==> config.mk <==
export PLATFORM = sky130hd
export DESIGN_NAME = pca_ctrl
export DESIGN_NICKNAME = d
export VERILOG_FILES = /design/src/rtl/core/pca_pkg.sv /design/src/rtl/core/pca_ctrl.sv
export SDC_FILE = /design/constraint.sdc
export NUM_CORES = 1
export LEC_CHECK = 0
export BUFFER_PORTS_ARGS = -buffer_cell sky130_fd_sc_hd__buf_2
export CAP_MARGIN = 10
export CORE_ASPECT_RATIO = 0.75
export CORE_MARGIN = 3
export CORE_UTILIZATION = 53
export DETAILED_ROUTE_END_ITERATION = 12
export HOLD_SLACK_MARGIN = 0.08
export PLACE_DENSITY_LB_ADDON = 0.3
export SLEW_MARGIN = 20
export SYNTH_ARGS = -nofsm -noshare
export SYNTH_HDL_FRONTEND = slang
export SYNTH_SLANG_ARGS = --single-unit
==> constraint.sdc <==
create_clock -name aclk -period 2 [get_ports aclk]
set_clock_uncertainty 0.05 [all_clocks]
set_input_delay 0.6 -clock aclk [delete_from_list [all_inputs] [get_ports aclk]]
set_output_delay 0.6 -clock aclk [all_outputs]
set_load 0.03 [all_outputs]
==> src/rtl/core/pca_pkg.sv <==
// Shared types and constants for the PID controller with integral clamp.
// Used by pca_ctrl, pca_dp and pid_controller_antiwindup_top; no dependencies.
`default_nettype none
package pca_pkg;

    // multiply pass selects
    localparam logic [1:0] OP_P  = 2'd0;
    localparam logic [1:0] OP_I  = 2'd1;
    localparam logic [1:0] OP_D1 = 2'd2;
    localparam logic [1:0] OP_D2 = 2'd3;

    // configuration register indexes
    localparam int CfgIdxW = 3;
    localparam logic [CfgIdxW-1:0] REG_PROP_GAIN  = 3'd0;
    localparam logic [CfgIdxW-1:0] REG_INTEG_GAIN = 3'd1;
    localparam logic [CfgIdxW-1:0] REG_DERIV_GAIN = 3'd2;
    localparam logic [CfgIdxW-1:0] REG_INT_LIMIT  = 3'd3;
    localparam int CfgDataW = 47;

    localparam logic [46:0] LIMIT_RESET = {47{1'b1}};
    localparam logic signed [33:0] MICROS_PER_SEC = 34'sd1000000;

    localparam int DivSteps = 69;
    localparam logic [6:0] DIV_LAST = 7'(DivSteps - 1);

    typedef struct packed {
        logic       load;      // latch input beat
        logic       prep;      // form difference and raw accumulator sum
        logic       acc;       // saturate/clamp accumulator, update previous error
        logic       mul_en;    // one partial product
        logic [1:0] op;
        logic [1:0] chunk;
        logic       store;     // move finished product to its destination
        logic       div_step;
        logic       out_load;
    } cmd_t;

    typedef struct packed {
        logic delta_zero;
    } status_t;

endpackage
`default_nettype wire

==> src/rtl/core/pca_ctrl.sv <==
// Sequencer for the PID datapath: multiply passes, divider steps, output handoff.
// Depends on pca_pkg.
`default_nettype none
module pca_ctrl (
    input  wire logic           aclk,
    input  wire logic           aresetn,
    input  wire logic           s_tvalid,
    output logic                s_tready,
    output logic                m_tvalid,
    input  wire logic           m_tready,
    input  wire pca_pkg::status_t sts,
    output pca_pkg::cmd_t       cmd
);
    localparam logic [2:0] ST_IDLE  = 3'd0;
    localparam logic [2:0] ST_PREP  = 3'd1;
    localparam logic [2:0] ST_ACC   = 3'd2;
    localparam logic [2:0] ST_MUL   = 3'd3;
    localparam logic [2:0] ST_STORE = 3'd4;
    localparam logic [2:0] ST_DIV   = 3'd5;
    localparam logic [2:0] ST_SUM   = 3'd6;

    logic [2:0] state_reg, state_next;
    logic [1:0] op_reg, op_next;
    logic [1:0] chunk_reg, chunk_next;
    logic [6:0] cnt_reg, cnt_next;
    logic       mvalid_reg, mvalid_next;
    logic       out_free;

    assign s_tready = (state_reg == ST_IDLE);
    assign m_tvalid = mvalid_reg;
    assign out_free = !mvalid_reg || m_tready;

    always_comb begin
        state_next  = state_reg;
        op_next     = op_reg;
        chunk_next  = chunk_reg;
        cnt_next    = cnt_reg;
        mvalid_next = mvalid_reg && !m_tready;
        cmd          = '0;
        cmd.op       = op_reg;
        cmd.chunk    = chunk_reg;
        case (state_reg)
            ST_IDLE: begin
                if (s_tvalid) begin
                    cmd.load   = 1'b1;
                    state_next = ST_PREP;
                end
            end
            ST_PREP: begin
                cmd.prep   = 1'b1;
                state_next = ST_ACC;
            end
            ST_ACC: begin
                cmd.acc    = 1'b1;
                op_next    = pca_pkg::OP_P;
                chunk_next = 2'd0;
                state_next = ST_MUL;
            end
            ST_MUL: begin
                cmd.mul_en = 1'b1;
                chunk_next = chunk_reg + 2'd1;
                if (chunk_reg == 2'd3) begin
                    state_next = ST_STORE;
                end
            end
            ST_STORE: begin
                cmd.store = 1'b1;
                if (op_reg == pca_pkg::OP_D2) begin
                    cnt_next   = '0;
                    state_next = sts.delta_zero ? ST_SUM : ST_DIV;
                end else begin
                    op_next    = op_reg + 2'd1;
                    chunk_next = 2'd0;
                    state_next = ST_MUL;
                end
            end
            ST_DIV: begin
                cmd.div_step = 1'b1;
                cnt_next     = cnt_reg + 7'd1;
                if (cnt_reg == pca_pkg::DIV_LAST) begin
                    state_next = ST_SUM;
                end
            end
            ST_SUM: begin
                if (out_free) begin
                    cmd.out_load = 1'b1;
                    mvalid_next  = 1'b1;
                    state_next   = ST_IDLE;
                end
            end
            default: begin
                state_next = ST_IDLE;
            end
        endcase
    end

    always_ff @(posedge aclk) begin
        if (!aresetn) begin
            state_reg  <= ST_IDLE;
            op_reg     <= '0;
            chunk_reg  <= '0;
            cnt_reg    <= '0;
            mvalid_reg <= 1'b0;
        end else begin
            state_reg  <= state_next;
            op_reg     <= op_next;
            chunk_reg  <= chunk_next;
            cnt_reg    <= cnt_next;
            mvalid_reg <= mvalid_next;
        end
    end
endmodule
`default_nettype wire

### Word-level counts from Yosys, hierarchy flattened

Cells that the tools add are included.

* $add $sub $neg: 3
* reduce and logical (&&, ||, !) cells: 12
* bitwise operators: 0
* div/mod/pow operators: 0
* multiply operators: 0
* $lt $le $gt $ge: 0
* shift operators: 0
* equality and inequality tests: 15
* muxes and demuxes: 24

Operator list (number)
* $pmux 3 s7: 1
* $mux 3: 5
* $pmux 7 s2: 1
* $ne 2x2->1 const B: 6
* $mux 1: 11
* $eq 3x3->1 const B: 3
* $add 7x1->7 const B: 1
* $eq 7x7->1 const B: 1
* $mux 7: 1
* $eq 3x2->1 const B: 2
* $mux 2: 3
* $pmux 2 s3: 1
* $reduce_and 2->1: 3
* $add 2x1->2 const B: 2
* $eq 2x2->1 const B: 2
* $pmux 2 s2: 1
* $reduce_and 4->1: 1
* $reduce_bool 2->1: 2
* $eq 3x1->1 const B: 1
* $logic_not 3->1: 1
* $reduce_bool 3->1: 1
* $logic_not 1->1: 2
* $logic_and 1x1->1: 1
* $logic_or 1x1->1: 1

* register bits after elaboration: 15
* logic and storage cells: 59
* bits in read-only memories: 0
* RAM bits: 0
* memories: 0
* output and inout port bits: 13
* latch bits: 0
* bits of input ports: 5

### Longest topological paths before layout

Gate-level depths: netlist of the first run.

* depth in word-level cells: 4
* gate-level depth with buffers: 7
* mapped depth without buffers: 6

### Worst setup path after synthesis of the first run

Ideal clock, no wire load.

* path type: register -> output
* start point: reg state_reg[1]
* end point: out cmd[10] in the netlist's numbering
* required time: 1.350 ns
* stages on the path, launching flop included: 5
* slack: -0.373 ns
* data arrival time: 1.723 ns
* path buffers: 2
* cell sequence: dfxtp_1 > buf_2 > buf_1 > nor3_1 > and2_1

RTL lines
* start: declaration: RTL line pca_ctrl.sv:22 `logic [2:0] state_reg, state_next;`
* start signal: assignment: RTL line pca_ctrl.sv:105 `state_reg <= state_next;`
* end: declaration: RTL line pca_ctrl.sv:12 `output pca_pkg::cmd_t cmd`

==> metrics.txt, run 1 <==
hold endpoint op_reg[1]; YS warnings 0; Die Footprint roughly 2300 µm²; drt initial violations 11; post-route ant nets 0; post-synthesis instance total 107; max FFs per register 7; setup ws final roughly 0.027 ns; CP max stage cell or3_4; Worst Tran Pin Value roughly 0.55 ns; hpwl dp between 1500 and 2000 µm; Tcrit/Tclk final a little over nine tenths; post-synth top area cell dfxtp_1; via count between 900 and 1000; root buffer cell clkbuf_4; vias per cell between 5 and 6; Async SR Flop Fraction 0%; Layout fillers roughly 120; area occupied by multi-input gates approximately 590 µm²; worst-case reg-to-reg path depth 5; # H-tree levels 1; LEAKAGE ~0.5 nW; Synth Flop Type dfxtp_1; reg2reg start op_reg[0]; outcome complete, no violations; HP Start op_reg[1]; Placer Congestion around 0.88; cell breakdown of the critical path inv_4, or3_4, inv_8, buf_6; mean post-synth cell area between 8 and 9 µm²; site row count 12; share of cells above drive strength 1 roughly a third; CTS tree yes; Finished Core Util approximately 75%; DRC 0; Area Overhead vs Synth 26.5%; I/O Pins 18; TritonCTS sink count 15; Crit path largest cell delay around 0.42 ns; final WL between 2000 and 2500 µm; drt wl/cell 14.2 µm; pre-CTS setup slack between 0.15 and 0.2 ns; CP top delay family simple AND/OR/NAND/NOR gates; Die Y-Extent 42.1 µm; WP data arrival 1.32 ns; Hold Crit Class reg2reg; Crit. End Element output pin; Max Cap Viol 0; input/output buffers 17; WHS 0.470 ns; reg2reg end state_reg[2]; Fin Setup TNS 0 ns; Hold Fails Final Rpt 0; top-area cell type share of the netlist area roughly a third; Power Dens Cells around 1200 nW/µm²; Post-synth EDFFs 0; fin nets ~150; Slew HR between 60% and 70%; Total GRT Usage between 20% and 30%; Seq/Total Area, Yosys around a third; flops & latches, synth 15; CP bufs+invs 3; commonest cells in the netlist 15 x dfxtp_1, 7 x a21oi_1; FF-to-FF setup slack ~0.31 ns; Core Area approximately 1600 µm²; synthesized area roughly 920 µm²; Storage cell area a little over 300 µm²; Clock Latency Late Sink approximately 0.28 ns; clock-pin slew on the worst setup and hold paths 0.08 ns; CTS Hold Bufs 0; vias in the first global route between 800 and 900; Syn Nets about 120; Critical Path Fanout Max 7; Final Setup Violations 0; count of different cell masters after synthesis 48; Longest Clk Path Bufs 2; first-pass GRT wire length 3570 µm; Hold Path Depth 2; Setup Crit Path Kind reg2out; initial core utilization 59.1%; initial antenna violation count 0; global route overflow 0; largest net degree at the start of global routing 14; n_diodes 0; Die X-Extent 54.2 µm; max-slew violation count 0; Finished Layout Cells about 160; most common cell in the synthesized netlist dfxtp_1; max frequency 507 MHz; Num CTS Buffers 3; CP required 1.35 ns; dpl cells between 100 and 150; synth top area cells dfxtp_1 33%, ha_1 6.8%, and2_1 4.1%; Startpoint Class flop; maximum VDD drop ~0.96 mV; min Tclk post-route about 2.0 ns; first-pass iteration count of the detailed router 4
where the power goes:
| group | internal (mW) | switching, mW | total, mW | leakage [nW] |
|---|---|---|---|---|
| sequential | 0.354 | 0.0547 | 0.408 | 0.123 |
| combinational | 0.329 | 0.456 | 0.784 | 0.363 |
| clock | 0.0775 | 0.0944 | 0.172 | 0.0150 |
stage by stage:
stage / area (µm²) / total power [mW]
detailed placement: 1060 / 1.09
finish: 1170 / 1.36
global placement: 1060 / 1.07
CTS: 1100 / 1.28
global route: 1170 / 1.47
floorplan: 933 / 0.908
area by class of cell:
type	count	share of cell area, %
tap	21	2.25
clock buffer	4	2.25
timing repair buffer	27	15.8
sequential	15	26.2
multi-input combinational	81	50.2
inverter	7	3.33
worst register-to-register path: stages (launching register included):
cell and delay, ns:
dfxtp_1 0.42, ha_1 0.18, inv_1 0.08, a211oi_2 0.52, nor4_1 0.13, a211oi_1 0.22
placed cells by master (no fill, tap or decap), types with 2 or more instances in the layout:
master | netlist | layout
a211oi_1 | 2 | 2
a21oi_1 | 7 | 7
a311oi_1 | 2 | 2
and2_1 | 6 | 5
buf_2 | 1 | 12
buf_4 | 0 | 11
buf_6 | 1 | 3
clkbuf_4 | 0 | 4
dfxtp_1 | 15 | 13
ha_1 | 5 | 5
inv_1 | 3 | 3
inv_4 | 1 | 2
nand2_1 | 6 | 6
nand2b_1 | 4 | 4
nor2_1 | 6 | 6
nor2b_1 | 3 | 2
nor3_1 | 3 | 2
nor3b_1 | 4 | 4
nor4_1 | 2 | 2
o21ai_0 | 6 | 6
worst max path at each step:
stage,start,cells after the start,slack (ns),to
after floorplan,state_reg[1],4,-0.03,cmd[0]
after global placement,m_tready,4,0.20,cmd[0]
after detailed placement,m_tready,4,0.18,cmd[0]
after CTS,state_reg[0],4,-0.005,cmd[1]
after global routing,state_reg[2],4,-0.01,cmd[1]
final,state_reg[2],4,0.03,cmd[1]
repair_timing:
item	4_1_cts	5_1_grt
setup endpoints to repair	3	6
pin swaps	0	1
setup buffers	0	5
endpoints found under the hold margin	0	0
resized for setup	5	12
routing by layer:
layer | vias up | share of wire (%) | track usage [%]
met5 | - | 0 | 0
met4 | 0 | 2.6 | 6.47
met3 | 8 | 7.0 | 8.19
met2 | 31 | 45 | 32.7
met1 | 424 | 45 | 26.3
li1 | 452 | - | -
cell families (layout without fill, tap and decap cells):
group / after synthesis / in the layout / synth area share [%]
AND/OR/NAND/NOR: 44 / 44 / 28.6
adder cells (fa/ha/maj): 5 / 5 / 6.78
buffers and inverters: 11 / 38 / 6.24
multiplexers: 2 / 2 / 2.71
XOR/XNOR: 1 / 1 / 0.950
AO/OA/AOI/OAI: 29 / 29 / 22.1
flip-flops: 15 / 15 / 32.6
Power figures use the tool's default switching activity.
==> run 2: changes to the inputs <==
- BUFFER_PORTS_ARGS: -buffer_cell sky130_fd_sc_hd__buf_2 -> -buffer_cell sky130_fd_sc_hd__buf_4
==> run 2 against run 1 <==
Effect of this change: routed wire length down 7.0%; die area unchanged; first-iteration DRC count rose to 2.5 times the previous value; non-clock buffer count down 4; critical path depth unchanged; global-route usage down 0.20 points; sequential power about the same; clock power about the same; core utilization down 0.48 points; largest cell class unchanged.
==> metrics.txt, run 2 (synthesis results as in run 1) <==
outcome complete, no violations; input/output buffers 17; first-pass iteration count of the detailed router 4; Area Overhead vs Synth 25.6%; Tcrit/Tclk final approximately 97%; root buffer cell clkbuf_4; drt initial violations 28; global route overflow 0; LEAKAGE between 0.4 and 0.5 nW; WP data arrival ~1.3 ns; Max Cap Viol 0; Total Power 1.34 mW; Slew HR between 60% and 70%; Crit path largest cell delay around 0.42 ns; Hold Fails Final Rpt 0; Num CTS Buffers 3; maximum VDD drop 1.04 mV; Placement Cell Area approximately 1100 µm²; Core Area roughly 1600 µm²; fin nets ~140; Critical Path Fanout Max 9; n_diodes 0; first-pass GRT wire length between 3000 and 4000 µm; CP required between 1 and 1.5 ns; largest net degree at the start of global routing 14; Setup Crit Path Kind reg2out; pre-CTS setup slack 0.190 ns; # H-tree levels 1; max-slew violation count 0; Longest Clk Path Bufs 2; RSZ-0062 raised after global routing false; Die X-Extent approximately 54 µm; Startpoint Class flop; vias per cell roughly 5.9; Total GRT Usage a little over a fifth; via count roughly 890; Placer Congestion about 0.85; initial core utilization between 50% and 60%; Power Dens Cells around 1200 nW/µm²; most frequent cells in the layout 21 x buf_4, 12 x dfxtp_1, 7 x a21oi_1; setup ws final 0.0523 ns; cell breakdown of the critical path inv_4, or3_4, clkinv_4, buf_6; Crit. End Element output pin; max frequency approximately 510 MHz; DRC 0; clock-pin slew on the worst setup and hold paths ~0.090 ns; fin area roughly 1200 µm²; site row count 12; WHS roughly 0.48 ns; Clock Latency Late Sink about 0.27 ns; CP bufs+invs 3; critical path depth 4; Hold Path Depth 2; initial antenna violation count 0; Die Y-Extent between 40 and 50 µm; TritonCTS sink count 15; max FFs per register 7; dpl cells 146; CP top delay family simple AND/OR/NAND/NOR gates; Die Footprint 2280 µm²; final WL 2040 µm; post-route ant nets 0; Finished Layout Cells between 150 and 200; I/O Pins 18; Worst Tran Pin Value approximately 0.55 ns; drt wl/cell around 14 µm; CP max stage cell or3_4; min Tclk post-route 1.95 ns; hpwl dp approximately 1600 µm; leading cell type in the layout, fill and taps excluded buf_4; share of cells above drive strength 1 30.8%; Final Setup Violations 0; CTS Hold Bufs 0; vias in the first global route 773; Hold Crit Class reg2reg; worst-case reg-to-reg path depth 7; CTS tree yes
==> run 2: final timing paths <==
path | slack, ns | to | startpoint
setup / recovery | 0.05 | cmd[1] | state_reg[0]
hold / removal | 0.48 | op_reg[1] | op_reg[1]
setup reg to reg | 0.33 | cnt_reg[6] | state_reg[0]
hold reg to reg | 0.48 | op_reg[1] | op_reg[1]
==> run 2: routing by layer <==
metal,track usage [%],wire length (µm),vias up
met5,0,0,-
met4,3.48,0,0
met3,5.34,144,0
met2,29.6,932,36
met1,31.7,967,410
li1,-,-,442
==> run 2: per-stage QoR <==
stage               utilization, %  TNS, ns
finish                        74.2        0
global route                  74.2        0
floorplan                        -  -0.0338
detailed placement            70.5        0
CTS                           73.2        0
global placement              70.5        0
==> run 2: worst min-delay path: cells and delay by family, from the launching register on <==
family	cells	cell delay [ns]
DFF	1	0.35
AOI/OAI and AO/OA	1	0.06
and+or+nand+nor	1	0.08
==> run 2: area by class of cell <==
cell class / count / area [µm²]
sequential: 15 / 307
inverter: 7 / 33.8
timing repair buffer: 23 / 180
fill: 131 / 403
clock buffer: 4 / 26.3
tap: 21 / 26.3
multi-input combinational: 81 / 586
==> run 2: power breakdown <==
group          internal (mW)  switching [mW]
clock                 0.0772          0.0918
sequential             0.355          0.0564
combinational          0.324           0.435
total                  0.755           0.584
==> run 2: timing repair <==
item / in CTS / in global routing
hold endpoints to repair: 0 / 0
setup buffers: 1 / 0
resized for setup: 4 / 5
setup endpoints to repair: 2 / 4
